$ cat src/rtl/iqss_pkg.sv
// ============================================================================
// iqss_pkg
// Shared types and codes for the input-queued switch scheduler: the command
// passed from the front end to the scheduler and the result beat format.
// ============================================================================
package iqss_pkg;

  localparam int PORT_W    = 2;
  localparam int TAG_W     = 8;
  localparam int BACKLOG_W = 7;
  localparam int SLOT_W    = 16;

  localparam logic KIND_TICK = 1'b1;

  typedef enum logic [1:0] {
    EV_XFER      = 2'd0,
    EV_HOL_BLOCK = 2'd1,
    EV_SUMMARY   = 2'd2,
    EV_DROP      = 2'd3
  } event_t;

  typedef struct packed {
    logic              is_tick;
    logic              bad_port;
    logic [PORT_W-1:0] src;
    logic [PORT_W-1:0] dst;
    logic [TAG_W-1:0]  tag;
  } cmd_t;

  typedef struct packed {
    event_t               ev;
    logic [PORT_W-1:0]    in_port;
    logic [PORT_W-1:0]    out_port;
    logic [TAG_W-1:0]     tag;
    logic [BACKLOG_W-1:0] backlog;
    logic [SLOT_W-1:0]    slot;
    logic                 last;
  } result_t;

endpackage

$ cat src/rtl/input_queued_switch_scheduler_core.sv
// ============================================================================
// input_queued_switch_scheduler_core
// Input-queued crossbar scheduler with one FIFO per input and fixed-priority
// output arbitration, wrapped as a queue-in / queue-out block.
// ============================================================================
//
//  channel  | handshake            | beat contents
//  ---------+----------------------+------------------------------------------
//  input    | push / full          | kind, source_port, dest_port, packet_tag
//  result   | empty / pop          | event_res, in_port, out_port, tag_out,
//           |                      | backlog, slot_number, last
//
//  Sequence: an arrival is enqueued, or dropped with a drop beat. A tick launches
//  the scan, then runs the transfer scan (memory read, then arbitrate, for each
//  input), the head-of-line scan (memory read, then a check for each eligible
//  input), and the summary. The queue memory has a single read port, so the
//  scan reads one input's entry at a time.
//  Reset: rst clears pointers, counts, backlog and the slot counter; the queue
//  memory itself is never cleared and only occupied entries are used.
//  Stalls: a two-entry command queue takes input beats while the scheduler
//  works; a four-entry result queue lets the scan run ahead of pop, and the
//  scan holds whenever it has a beat to push and that queue is full.
//
module input_queued_switch_scheduler_core import iqss_pkg::*; #(
  parameter int NUM_PORTS   = 4,
  parameter int QUEUE_DEPTH = 16,
  parameter int TAG_BITS    = 8
) (
  input  logic                 clk,
  input  logic                 rst,
  input  logic                 push,
  output logic                 full,
  input  logic                 kind,
  input  logic [PORT_W-1:0]    source_port,
  input  logic [PORT_W-1:0]    dest_port,
  input  logic [TAG_W-1:0]     packet_tag,
  output logic                 empty,
  input  logic                 pop,
  output logic [1:0]           event_res,
  output logic [PORT_W-1:0]    in_port,
  output logic [PORT_W-1:0]    out_port,
  output logic [TAG_W-1:0]     tag_out,
  output logic [BACKLOG_W-1:0] backlog,
  output logic [SLOT_W-1:0]    slot_number,
  output logic                 last
);

  cmd_t    cmd;
  logic    cmd_valid;
  logic    cmd_pop;
  result_t res;
  logic    res_push;
  logic    res_full;
  result_t res_head;

  // Front: classify arrivals and ticks, queue them ahead of the scheduler.
  iqss_front #(
    .NUM_PORTS (NUM_PORTS)
  ) u_front (
    .clk         (clk),
    .rst         (rst),
    .push        (push),
    .full        (full),
    .kind        (kind),
    .source_port (source_port),
    .dest_port   (dest_port),
    .packet_tag  (packet_tag),
    .cmd_valid   (cmd_valid),
    .cmd         (cmd),
    .cmd_pop     (cmd_pop)
  );

  // Back: per-input FIFOs and the slot scan.
  iqss_sched #(
    .NUM_PORTS   (NUM_PORTS),
    .QUEUE_DEPTH (QUEUE_DEPTH),
    .TAG_BITS    (TAG_BITS)
  ) u_sched (
    .clk       (clk),
    .rst       (rst),
    .cmd_valid (cmd_valid),
    .cmd       (cmd),
    .cmd_pop   (cmd_pop),
    .res_push  (res_push),
    .res       (res),
    .res_full  (res_full)
  );

  // Hold result beats until the consumer pops them.
  iqss_res_fifo u_res_fifo (
    .clk   (clk),
    .rst   (rst),
    .wr_en (res_push),
    .din   (res),
    .full  (res_full),
    .empty (empty),
    .dout  (res_head),
    .pop   (pop)
  );

  assign event_res   = res_head.ev;
  assign in_port     = res_head.in_port;
  assign out_port    = res_head.out_port;
  assign tag_out     = res_head.tag;
  assign backlog     = res_head.backlog;
  assign slot_number = res_head.slot;
  assign last        = res_head.last;

endmodule

$ cat src/rtl/iqss_front.sv
// ============================================================================
// iqss_front
// Input side: classify each beat (arrival or tick, port range check) and
// hold it in a two-entry command queue in front of the scheduler.
// ============================================================================
module iqss_front import iqss_pkg::*; #(
  parameter int NUM_PORTS = 4
) (
  input  logic              clk,
  input  logic              rst,
  input  logic              push,
  output logic              full,
  input  logic              kind,
  input  logic [PORT_W-1:0] source_port,
  input  logic [PORT_W-1:0] dest_port,
  input  logic [TAG_W-1:0]  packet_tag,
  output logic              cmd_valid,
  output cmd_t              cmd,
  input  logic              cmd_pop
);

  localparam int CQ_DEPTH = 2;
  localparam int CQ_AW    = $clog2(CQ_DEPTH);

  cmd_t             q [CQ_DEPTH];
  logic [CQ_AW-1:0] wr_ptr;
  logic [CQ_AW-1:0] rd_ptr;
  logic [CQ_AW:0]   count;
  cmd_t             cmd_in;
  logic             accept;
  logic             take;

  always_comb begin
    cmd_in.is_tick  = (kind == KIND_TICK);
    cmd_in.bad_port = (32'(source_port) >= NUM_PORTS) || (32'(dest_port) >= NUM_PORTS);
    cmd_in.src      = source_port;
    cmd_in.dst      = dest_port;
    cmd_in.tag      = packet_tag;
  end

  assign full      = (count == (CQ_AW+1)'(CQ_DEPTH));
  assign accept    = push && !full;
  assign cmd_valid = (count != '0);
  assign take      = cmd_pop && cmd_valid;
  assign cmd       = q[rd_ptr];

  always_ff @(posedge clk) begin
    if (accept) begin
      q[wr_ptr] <= cmd_in;
    end
  end

  always_ff @(posedge clk) begin
    if (rst) begin
      wr_ptr <= '0;
      rd_ptr <= '0;
      count  <= '0;
    end else begin
      if (accept) begin
        wr_ptr <= wr_ptr + 1'b1;
      end
      if (take) begin
        rd_ptr <= rd_ptr + 1'b1;
      end
      if (accept && !take) begin
        count <= count + 1'b1;
      end else if (take && !accept) begin
        count <= count - 1'b1;
      end
    end
  end

endmodule

$ cat src/rtl/iqss_sched.sv
// ============================================================================
// iqss_sched
// Back end: per-input packet FIFOs in one memory, arrival enqueue and drop,
// and the per-slot scan (transfers, then head-of-line checks, then summary).
// ============================================================================
module iqss_sched import iqss_pkg::*; #(
  parameter int NUM_PORTS   = 4,
  parameter int QUEUE_DEPTH = 16,
  parameter int TAG_BITS    = 8
) (
  input  logic    clk,
  input  logic    rst,
  input  logic    cmd_valid,
  input  cmd_t    cmd,
  output logic    cmd_pop,
  output logic    res_push,
  output result_t res,
  input  logic    res_full
);

  localparam int PW = $clog2(NUM_PORTS);
  localparam int QW = $clog2(QUEUE_DEPTH);
  localparam int CW = $clog2(QUEUE_DEPTH + 1);
  localparam int TW = $clog2(NUM_PORTS * QUEUE_DEPTH + 1);
  localparam int EW = PW + TAG_BITS;

  typedef enum logic [2:0] {
    ST_IDLE,
    ST_XFER_RD,
    ST_XFER_CHK,
    ST_HOL_RD,
    ST_HOL_CHK,
    ST_SUMMARY
  } state_t;

  state_t               state;
  logic [PW-1:0]        p;
  logic [NUM_PORTS-1:0] busy;
  logic [NUM_PORTS-1:0] won;
  logic [QW-1:0]        head [NUM_PORTS];
  logic [QW-1:0]        tail [NUM_PORTS];
  logic [CW-1:0]        count [NUM_PORTS];
  logic [TW-1:0]        total;
  logic [SLOT_W-1:0]    slot;

  logic [EW-1:0]        mem [NUM_PORTS][QUEUE_DEPTH];
  logic [EW-1:0]        rd_entry;
  logic [QW-1:0]        rd_ptr;

  logic [PW-1:0]        pi;
  logic [PW-1:0]        dest_rd;
  logic [TAG_BITS-1:0]  tag_rd;
  logic                 q_full;
  logic                 last_p;
  logic                 head_wins;
  logic                 hol_eligible;
  logic                 hol_emit;
  logic                 do_push;
  logic                 do_pop;

  function automatic logic [QW-1:0] ptr_inc(input logic [QW-1:0] v);
    return (v == QW'(QUEUE_DEPTH - 1)) ? '0 : v + 1'b1;
  endfunction

  // One port index addresses the per-input queue state: the arrival's source
  // while idle (input 0 for a bad port), the scan position otherwise.
  always_comb begin
    if (state == ST_IDLE) begin
      pi = cmd.bad_port ? '0 : PW'(cmd.src);
    end else begin
      pi = p;
    end
  end

  // Keep addressing the second entry while a head-of-line beat waits.
  assign rd_ptr       = (state == ST_HOL_RD || state == ST_HOL_CHK) ? ptr_inc(head[pi])
                                                                    : head[pi];
  assign dest_rd      = rd_entry[EW-1:TAG_BITS];
  assign tag_rd       = rd_entry[TAG_BITS-1:0];
  assign q_full       = (count[pi] >= CW'(QUEUE_DEPTH));
  assign last_p       = (p == PW'(NUM_PORTS - 1));
  assign head_wins    = (count[pi] != '0) && !busy[dest_rd];
  assign hol_eligible = !won[p] && (count[pi] > CW'(1));
  assign hol_emit     = !busy[dest_rd];

  always_ff @(posedge clk) begin
    if (do_push) begin
      mem[pi][tail[pi]] <= {PW'(cmd.dst), TAG_BITS'(cmd.tag)};
    end
    rd_entry <= mem[pi][rd_ptr];
  end

  always_comb begin
    res_push = 1'b0;
    res      = '0;
    res.slot = slot;
    cmd_pop  = 1'b0;
    do_push  = 1'b0;
    do_pop   = 1'b0;
    case (state)
      ST_IDLE: begin
        if (cmd_valid && !cmd.is_tick) begin
          if (cmd.bad_port || q_full) begin
            if (!res_full) begin
              res_push     = 1'b1;
              res.ev       = EV_DROP;
              res.in_port  = cmd.src;
              res.out_port = cmd.dst;
              res.tag      = TAG_W'(TAG_BITS'(cmd.tag));
              res.backlog  = BACKLOG_W'(total);
              res.last     = 1'b1;
              cmd_pop      = 1'b1;
            end
          end else begin
            do_push = 1'b1;
            cmd_pop = 1'b1;
          end
        end
      end
      ST_XFER_CHK: begin
        if (head_wins && !res_full) begin
          res_push     = 1'b1;
          res.ev       = EV_XFER;
          res.in_port  = PORT_W'(p);
          res.out_port = PORT_W'(dest_rd);
          res.tag      = TAG_W'(tag_rd);
          do_pop       = 1'b1;
        end
      end
      ST_HOL_CHK: begin
        if (hol_emit && !res_full) begin
          res_push     = 1'b1;
          res.ev       = EV_HOL_BLOCK;
          res.in_port  = PORT_W'(p);
          res.out_port = PORT_W'(dest_rd);
          res.tag      = TAG_W'(tag_rd);
        end
      end
      ST_SUMMARY: begin
        if (!res_full) begin
          res_push    = 1'b1;
          res.ev      = EV_SUMMARY;
          res.backlog = BACKLOG_W'(total);
          res.last    = 1'b1;
          cmd_pop     = 1'b1;
        end
      end
      default: begin
      end
    endcase
  end

  always_ff @(posedge clk) begin
    if (rst) begin
      state <= ST_IDLE;
      p     <= '0;
      busy  <= '0;
      won   <= '0;
      total <= '0;
      slot  <= '0;
      for (int i = 0; i < NUM_PORTS; i++) begin
        head[i]  <= '0;
        tail[i]  <= '0;
        count[i] <= '0;
      end
    end else begin
      if (do_push) begin
        tail[pi]  <= ptr_inc(tail[pi]);
        count[pi] <= count[pi] + 1'b1;
        total     <= total + 1'b1;
      end
      if (do_pop) begin
        head[pi]      <= ptr_inc(head[pi]);
        count[pi]     <= count[pi] - 1'b1;
        total         <= total - 1'b1;
        busy[dest_rd] <= 1'b1;
        won[p]        <= 1'b1;
      end
      case (state)
        ST_IDLE: begin
          if (cmd_valid && cmd.is_tick) begin
            state <= ST_XFER_RD;
            p     <= '0;
            busy  <= '0;
            won   <= '0;
          end
        end
        ST_XFER_RD: begin
          state <= ST_XFER_CHK;
        end
        ST_XFER_CHK: begin
          if (!head_wins || !res_full) begin
            if (last_p) begin
              p     <= '0;
              state <= ST_HOL_RD;
            end else begin
              p     <= p + 1'b1;
              state <= ST_XFER_RD;
            end
          end
        end
        ST_HOL_RD: begin
          if (hol_eligible) begin
            state <= ST_HOL_CHK;
          end else if (last_p) begin
            state <= ST_SUMMARY;
          end else begin
            p <= p + 1'b1;
          end
        end
        ST_HOL_CHK: begin
          if (!hol_emit || !res_full) begin
            if (last_p) begin
              state <= ST_SUMMARY;
            end else begin
              p     <= p + 1'b1;
              state <= ST_HOL_RD;
            end
          end
        end
        ST_SUMMARY: begin
          if (!res_full) begin
            slot  <= slot + 1'b1;
            state <= ST_IDLE;
          end
        end
        default: begin
          state <= ST_IDLE;
        end
      endcase
    end
  end

  a_no_push_when_full: assert property (@(posedge clk) disable iff (rst)
    res_push |-> !res_full)
    else $error("result pushed into a full result queue");

  a_wins_match_outputs: assert property (@(posedge clk) disable iff (rst)
    $countones(won) == $countones(busy))
    else $error("winning inputs and claimed outputs disagree");

  a_cmd_pop_state: assert property (@(posedge clk) disable iff (rst)
    cmd_pop |-> ((state == ST_IDLE && !cmd.is_tick) || state == ST_SUMMARY))
    else $error("command retired outside arrival or summary");

  a_count_bound: assert property (@(posedge clk) disable iff (rst)
    count[p] <= CW'(QUEUE_DEPTH))
    else $error("input queue count beyond depth");

  a_slot_advance: assert property (@(posedge clk) disable iff (rst)
    (res_push && res.ev == EV_SUMMARY) |=> (slot == $past(slot) + 1'b1))
    else $error("slot counter did not advance after summary");

endmodule

$ cat src/rtl/iqss_res_fifo.sv
// ============================================================================
// iqss_res_fifo
// Result queue: holds result beats from the scheduler until the consumer
// pops them, so the scan keeps going while the output side stalls until it fills.
// ============================================================================
module iqss_res_fifo import iqss_pkg::*; (
  input  logic    clk,
  input  logic    rst,
  input  logic    wr_en,
  input  result_t din,
  output logic    full,
  output logic    empty,
  output result_t dout,
  input  logic    pop
);

  localparam int RQ_DEPTH = 4;
  localparam int RQ_AW    = $clog2(RQ_DEPTH);

  result_t          q [RQ_DEPTH];
  logic [RQ_AW-1:0] wr_ptr;
  logic [RQ_AW-1:0] rd_ptr;
  logic [RQ_AW:0]   count;
  logic             do_wr;
  logic             do_rd;

  assign full  = (count == (RQ_AW+1)'(RQ_DEPTH));
  assign empty = (count == '0);
  assign do_wr = wr_en && !full;
  assign do_rd = pop && !empty;
  assign dout  = q[rd_ptr];

  always_ff @(posedge clk) begin
    if (do_wr) begin
      q[wr_ptr] <= din;
    end
  end

  always_ff @(posedge clk) begin
    if (rst) begin
      wr_ptr <= '0;
      rd_ptr <= '0;
      count  <= '0;
    end else begin
      if (do_wr) begin
        wr_ptr <= wr_ptr + 1'b1;
      end
      if (do_rd) begin
        rd_ptr <= rd_ptr + 1'b1;
      end
      if (do_wr && !do_rd) begin
        count <= count + 1'b1;
      end else if (do_rd && !do_wr) begin
        count <= count - 1'b1;
      end
    end
  end

endmodule
$ cat config.mk
export PLATFORM = sky130hd
export DESIGN_NAME = input_queued_switch_scheduler_core
export DESIGN_NICKNAME = d
export VERILOG_FILES = /design/src/rtl/iqss_pkg.sv /design/src/rtl/input_queued_switch_scheduler_core.sv /design/src/rtl/iqss_front.sv /design/src/rtl/iqss_sched.sv /design/src/rtl/iqss_res_fifo.sv
export SDC_FILE = /design/constraint.sdc
export NUM_CORES = 1
export LEC_CHECK = 0
export ABC_AREA = 1
export BUFFER_PORTS_ARGS = -buffer_cell sky130_fd_sc_hd__buf_2
export CORE_MARGIN = 4
export CORE_UTILIZATION = 50
export CTS_CLUSTER_SIZE = 40
export DETAILED_ROUTE_END_ITERATION = 16
export PLACE_DENSITY = 0.64
export SLEW_MARGIN = 20
export SYNTH_ARGS = -nofsm -noshare
export SYNTH_HDL_FRONTEND = slang
export SYNTH_HIERARCHICAL = 1
export SYNTH_SLANG_ARGS = --single-unit
export TNS_END_PERCENT = 50
$ cat constraint.sdc
create_clock -name clk -period 12.64 [get_ports clk]
set_input_delay 0.632 -clock clk [delete_from_list [all_inputs] [get_ports clk]]
set_output_delay 0.632 -clock clk [all_outputs]
set_load 0.03 [all_outputs]
### Word-level counts from Yosys, hierarchy flattened

Memory sizes are Yosys's and may differ from the RTL's. A register that Yosys moved wholly into a read port is not among the register bits.
Index checks and enable logic that the tools add are counted.

* register bits after elaboration: 57
* RAM bits: 870
* input port bits: 17
* memories kept: 6

Memory list
* u_sched.mem: depth 4, bits a word 160, read ports 1, clocked after memory_dff 0, write ports 1, line iqss_sched.sv:46 `logic [EW-1:0] mem [NUM_PORTS][QUEUE_DEPTH];`
* u_res_fifo.q: depth 4, bits a word 38, read ports 1, clocked after memory_dff 1, write ports 1, line iqss_res_fifo.sv:20 `result_t q [RQ_DEPTH];`
* u_front.q: depth 2, bits a word 13, read ports 1, clocked after memory_dff 1, write ports 1, line iqss_front.sv:25 `cmd_t q [CQ_DEPTH];`
* u_sched.count: depth 4, bits a word 5, read ports 1, clocked after memory_dff 0, write ports 4, line iqss_sched.sv:42 `logic [CW-1:0] count [NUM_PORTS];`
* u_sched.head: depth 4, bits a word 4, read ports 1, clocked after memory_dff 0, write ports 4, line iqss_sched.sv:40 `logic [QW-1:0] head [NUM_PORTS];`
* u_sched.tail: depth 4, bits a word 4, read ports 1, clocked after memory_dff 0, write ports 4, line iqss_sched.sv:41 `logic [QW-1:0] tail [NUM_PORTS];`

* $add $sub $neg: 16
* $lt $le $gt $ge: 9
* eq/ne operators: 16
* muxes and demuxes: 97
* bitwise logic cells: 6
* reductions and logical operators: 46

Operator list (count)
* 160-bit two-way mux: 1
* 21-bit two-way mux: 3
* 4-bit two-way mux: 11
* 10-bit binary-select mux with 4-bit select: 1
* 10-bit demux with 4-bit select: 1
* 12-bit one-hot mux with 3 select lines: 1
* 2-bit two-way mux: 17
* 1-bit two-way mux: 32
* 10-bit two-way mux: 3
* 3-bit two-way mux: 9
* 7-bit two-way mux: 3
* 3-bit one-hot mux with 6 select lines: 1
* 1-bit logical AND: 17
* 16-bit by 1-bit adder with 16-bit output, second input constant: 1
* 2-bit one-hot mux with 4 select lines: 2
* 5-bit greater-or-equal comparator, second input constant: 3
* 7-bit one-hot mux with 2 select lines: 1
* 13-bit two-way mux: 1
* 12-bit two-way mux: 1
* 1-bit logical NOT: 11
* 5-bit two-way mux: 2
* 4-bit NOT with 5-bit output: 2
* 5-bit AND reduction: 2
* 3-bit == test, second input constant: 3
* 37 further kinds: 61

### Depth between registers and ports, before layout

An unclocked memory read counts as a cell.

* depth after elaboration: 14
* gate-level depth with buffers: 28
* mapped depth without buffers: 27

### Cells and area by module

The synthesis kept the hierarchy.

Modules (own cells, without submodules)
* iqss_sched: times used 1, cells each 2213, area an instance 29373.2 sq um, seq. area each 21700.8 sq um
* iqss_res_fifo: times used 1, cells each 438, area an instance 6127.1 sq um, seq. area each 4744.6 sq um
* iqss_front: times used 1, cells each 79, area an instance 1193.6 sq um, seq. area each 880.8 sq um

### Worst setup path after synthesis

Ideal clock, no wire load.

* kind: flip-flop to flip-flop
* from: register (tool-made name)
* to: memory u_res_fifo/q[0][0] (netlist name), enable pin
* arrival time: 4.410 ns
* data required time: 12.207 ns
* slack: 7.797 ns
* cell stages (with the launch flop): 19
* path buffers: 3
* cells stage by stage: dfxtp_1 buf_6 mux2_2 nand2_1 o21ai_4 nor2_2 inv_2 buf_4 nor2_1 nor3_2 ha_1 nand3_4 nand3_4 buf_8 nand2_1 inv_1 nand2_1 nand2_1 nor2_1

RTL lines (line)
* to (decl): iqss_res_fifo.sv:20

==> impl_metrics.ini <==
[setup_path]
path_cells = mux2_2 > inv_1 > nor2_1 > nand3_1 > nand2_4 > nor2_4 > buf_4 > buf_4 > a221o_1 > ha_1 > inv_1 > nor2_1 > nand2_1 > nor2_1
worst_path_most_repeated_cell = nor2_1
worst_path_max_delay_cell = nor2_1
path_max_fanout = 58
required_ns = 12.89
crit_arrival_ns = 6.01
reg2reg_slack_ns = 6.89
start_kind = register
path_class = reg -> reg
endpoint_kind = register
slowest_delay_ns = 0.89

[layout]
layoutNonFillerInstCount = 3811
final_util = 0.5628
layout.nets = 2811
final_layout_size_suffix_gt1_frac = 0.1097
final_cell_area_mm2 = 0.04099
diodes = 0
area_delta_synth_final_pct = 11.71

[cts]
cts_sinks = 930
root_buffer = clkbuf_16
cts_tree = yes
clk_pin_slew_worst_paths_ns = 0.06
hold_buffers = 0
numCtsBuffers = 94
clkLatencyLatePin_ns = 0.66
htreeDepth = 3
post_cts_buffers = 0
cts-resized-gates = 0
clock_path_buffers = 3

[yosys]
ys_warn_count = 6
yosysSeqAreaShare = 0.7447
yosys_most_used_dff = edfxtp_1
syn_area_per_cell_um2 = 13.44
synth_nets = 2768
synth-edff-count = 870
synth_seq_cells = 930
ys_types = 56
ys_async_sr_fraction = 0
synth_cells = 2730
synth_area_mm2 = 0.03669

[floorplanning]
die_x_um = 278.9
fp-row-count = 99
fp.coreArea_mm2 = 0.07283
ios = 57
start_util = 0.5038
dieHeight_um = 278.9
die_area_mm2 = 0.07779

[run_status]
status = finished clean

[grt]
grt.overflow.total = 0
antenna_found_initial = 0
grt_max_degree = 167
grt_pass1_vias = 22300
grtUsageTotal = 0.2320
grt_pass1_wl_um = 137700

[timing]
clock.fmax_ghz = 0.1739
hold_viol = 0
setup_tns_ns = 0
maxSlewViolCount = 0
finClkSkew_ns = 0.02626
setup_viol = 0
worstMarginPinSlew_ns = 1.168
period_minus_slack_ns = 5.752
slew_headroom = 0.2186
rsz0062_at_grt = false
finalCritPeriodShare = 0.4550
whs_ns = 0.1684

[placed_design]
hpwlAfterDp_um = 54130
placedCellCount = 3636
io_buffers = 56
routabilityCongestion = 0.9040
place_area_mm2 = 0.03782

[routing]
ant_nets = 0
vias = 22860
wl_um = 91990
drc_errors = 0
avgRoutedWirePerCell_um = 24.14
avgViaCountPerCell = 5.997
drt_iter0_drc = 2427
dr.pass1.iters = 5

[min_path]
hp-class = in -> reg

[flow_run]
cap_violations = 0

[power]
ir_drop_mv = 0.2173
power.density_mw_per_mm2 = 280.7
p_leak_nw = 13.89
[cells by family after synthesis]
family                   after synthesis  share of synthesized area
multiplexers                          14                   0.004262
flip-flops                           930                     0.7447
buffers and inverters                272                    0.03212
adder cells (fa/ha/maj)               21                   0.007365
XOR/XNOR                              10                   0.002592
other                                  1                  0.0001022
AO/OA/AOI/OAI                        445                    0.08006
AND/OR/NAND/NOR                     1037                     0.1288
[worst max-delay path: cells and delay by family, from the launching register on]
| kind | cells | cell delay [ns] |
|---|---|---|
| AOI/OAI and AO/OA | 1 | 0.36 |
| DFF | 1 | 0.68 |
| and+or+nand+nor | 7 | 2.34 |
| buffers and inverters | 4 | 1.29 |
| muxes | 1 | 0.42 |
| adders and majority gates | 1 | 0.21 |
[sequential cells by signal, indices dropped and copies added (netlist names), 2 cells and up, named ones only]
| name | cells |
|---|---|
| u_sched/mem | 640 |
| u_res_fifo/q | 152 |
| u_front/q | 26 |
| u_sched/count | 20 |
| u_sched/head | 16 |
| u_sched/slot | 16 |
| u_sched/tail | 16 |
| u_sched/rd_entry | 10 |
| u_sched/total | 7 |
| u_sched/busy | 4 |
| u_sched/won | 4 |
| u_res_fifo/count | 3 |
| u_sched/state | 3 |
| u_front/count | 2 |
| u_res_fifo/rd_ptr | 2 |
| u_res_fifo/wr_ptr | 2 |
| u_sched/p | 2 |
[stage by stage]
step,total power (W),setup slack [ns]
floorplan,0.007016,7.797
global placement,0.008642,7.010
detailed placement,0.008706,6.953
CTS,0.01150,6.895
global route,0.01205,6.621
finish,0.01151,6.888
[placed cells by master (no fill, tap or decap), drive strengths merged, types with 4 or more instances in the layout]
cell type / instances
a22oi: 221
mux2: 13
buf: 91
edfxtp: 870
clkinvlp: 9
clkinv: 35
a22o: 8
dfxtp: 60
o22ai: 45
nor3: 11
nand3b: 4
ha: 20
bufinv: 12
nand3: 241
xor2: 7
nor2: 280
clkbuf: 117
o21ai: 121
nand4: 113
inv: 130
nand2: 382
a21oi: 36
[layout make-up]
| class | instances | area (µm²) |
|---|---|---|
| multi-input combinational | 1528 | 8249 |
| fill | 5771 | 31840 |
| clock inverter | 58 | 704.4 |
| sequential | 930 | 27330 |
| timing repair buffer | 91 | 568.0 |
| inverter | 128 | 483.0 |
| tap | 959 | 1200 |
| clock buffer | 117 | 2459 |
[final timing paths]
kind | startpoint | to | depth (start not counted)
setup / recovery | register | u_sched/mem[3][127] | 14
setup reg to reg | register | u_sched/mem[3][127] | 14
hold reg to reg | u_sched/won[0] | u_sched/won[0] | 2
hold / removal | packet_tag[7] | u_front/q[1][7] | 1
[synthesized netlist by cell type, drive strengths merged (2+ instances only)]
library cell,instances,share of area
o211ai,2,0.00041
nand4,113,0.019
buf,70,0.011
xor2,7,0.0019
inv,127,0.013
nand3b,4,0.00082
and2,2,0.00034
nor3b,2,0.00041
dfxtp,60,0.033
clkbuf,74,0.0077
nand3,241,0.034
nor3,11,0.0022
ha,20,0.0068
a221o,3,0.00082
o22ai,45,0.0078
a21oi,36,0.0049
xnor2,3,0.00072
nor2,280,0.031
o21ai,121,0.017
mux2,13,0.0040
a31oi,3,0.00051
edfxtp,870,0.71
o41ai,2,0.00048
nand2,382,0.041
a22o,8,0.0019
a22oi,221,0.045
[report_power, final]
| part | internal [W] | switching, W | total, W |
|---|---|---|---|
| registers | 0.00379 | 0.0000951 | 0.00389 |
| logic | 0.00120 | 0.00362 | 0.00482 |
| clock network | 0.00164 | 0.00116 | 0.00280 |
[per-layer routing]
| metal | up-vias | wire length (µm) | track usage |
|---|---|---|---|
| met5 | - | 0 | 0 |
| met4 | 0 | 3905 | 0.09956 |
| met3 | 187 | 6879 | 0.03453 |
| met2 | 1046 | 44780 | 0.3856 |
| met1 | 11360 | 36420 | 0.3081 |
| li1 | 10270 | - | - |
No activity file was read; power rests on OpenSTA's default activity.
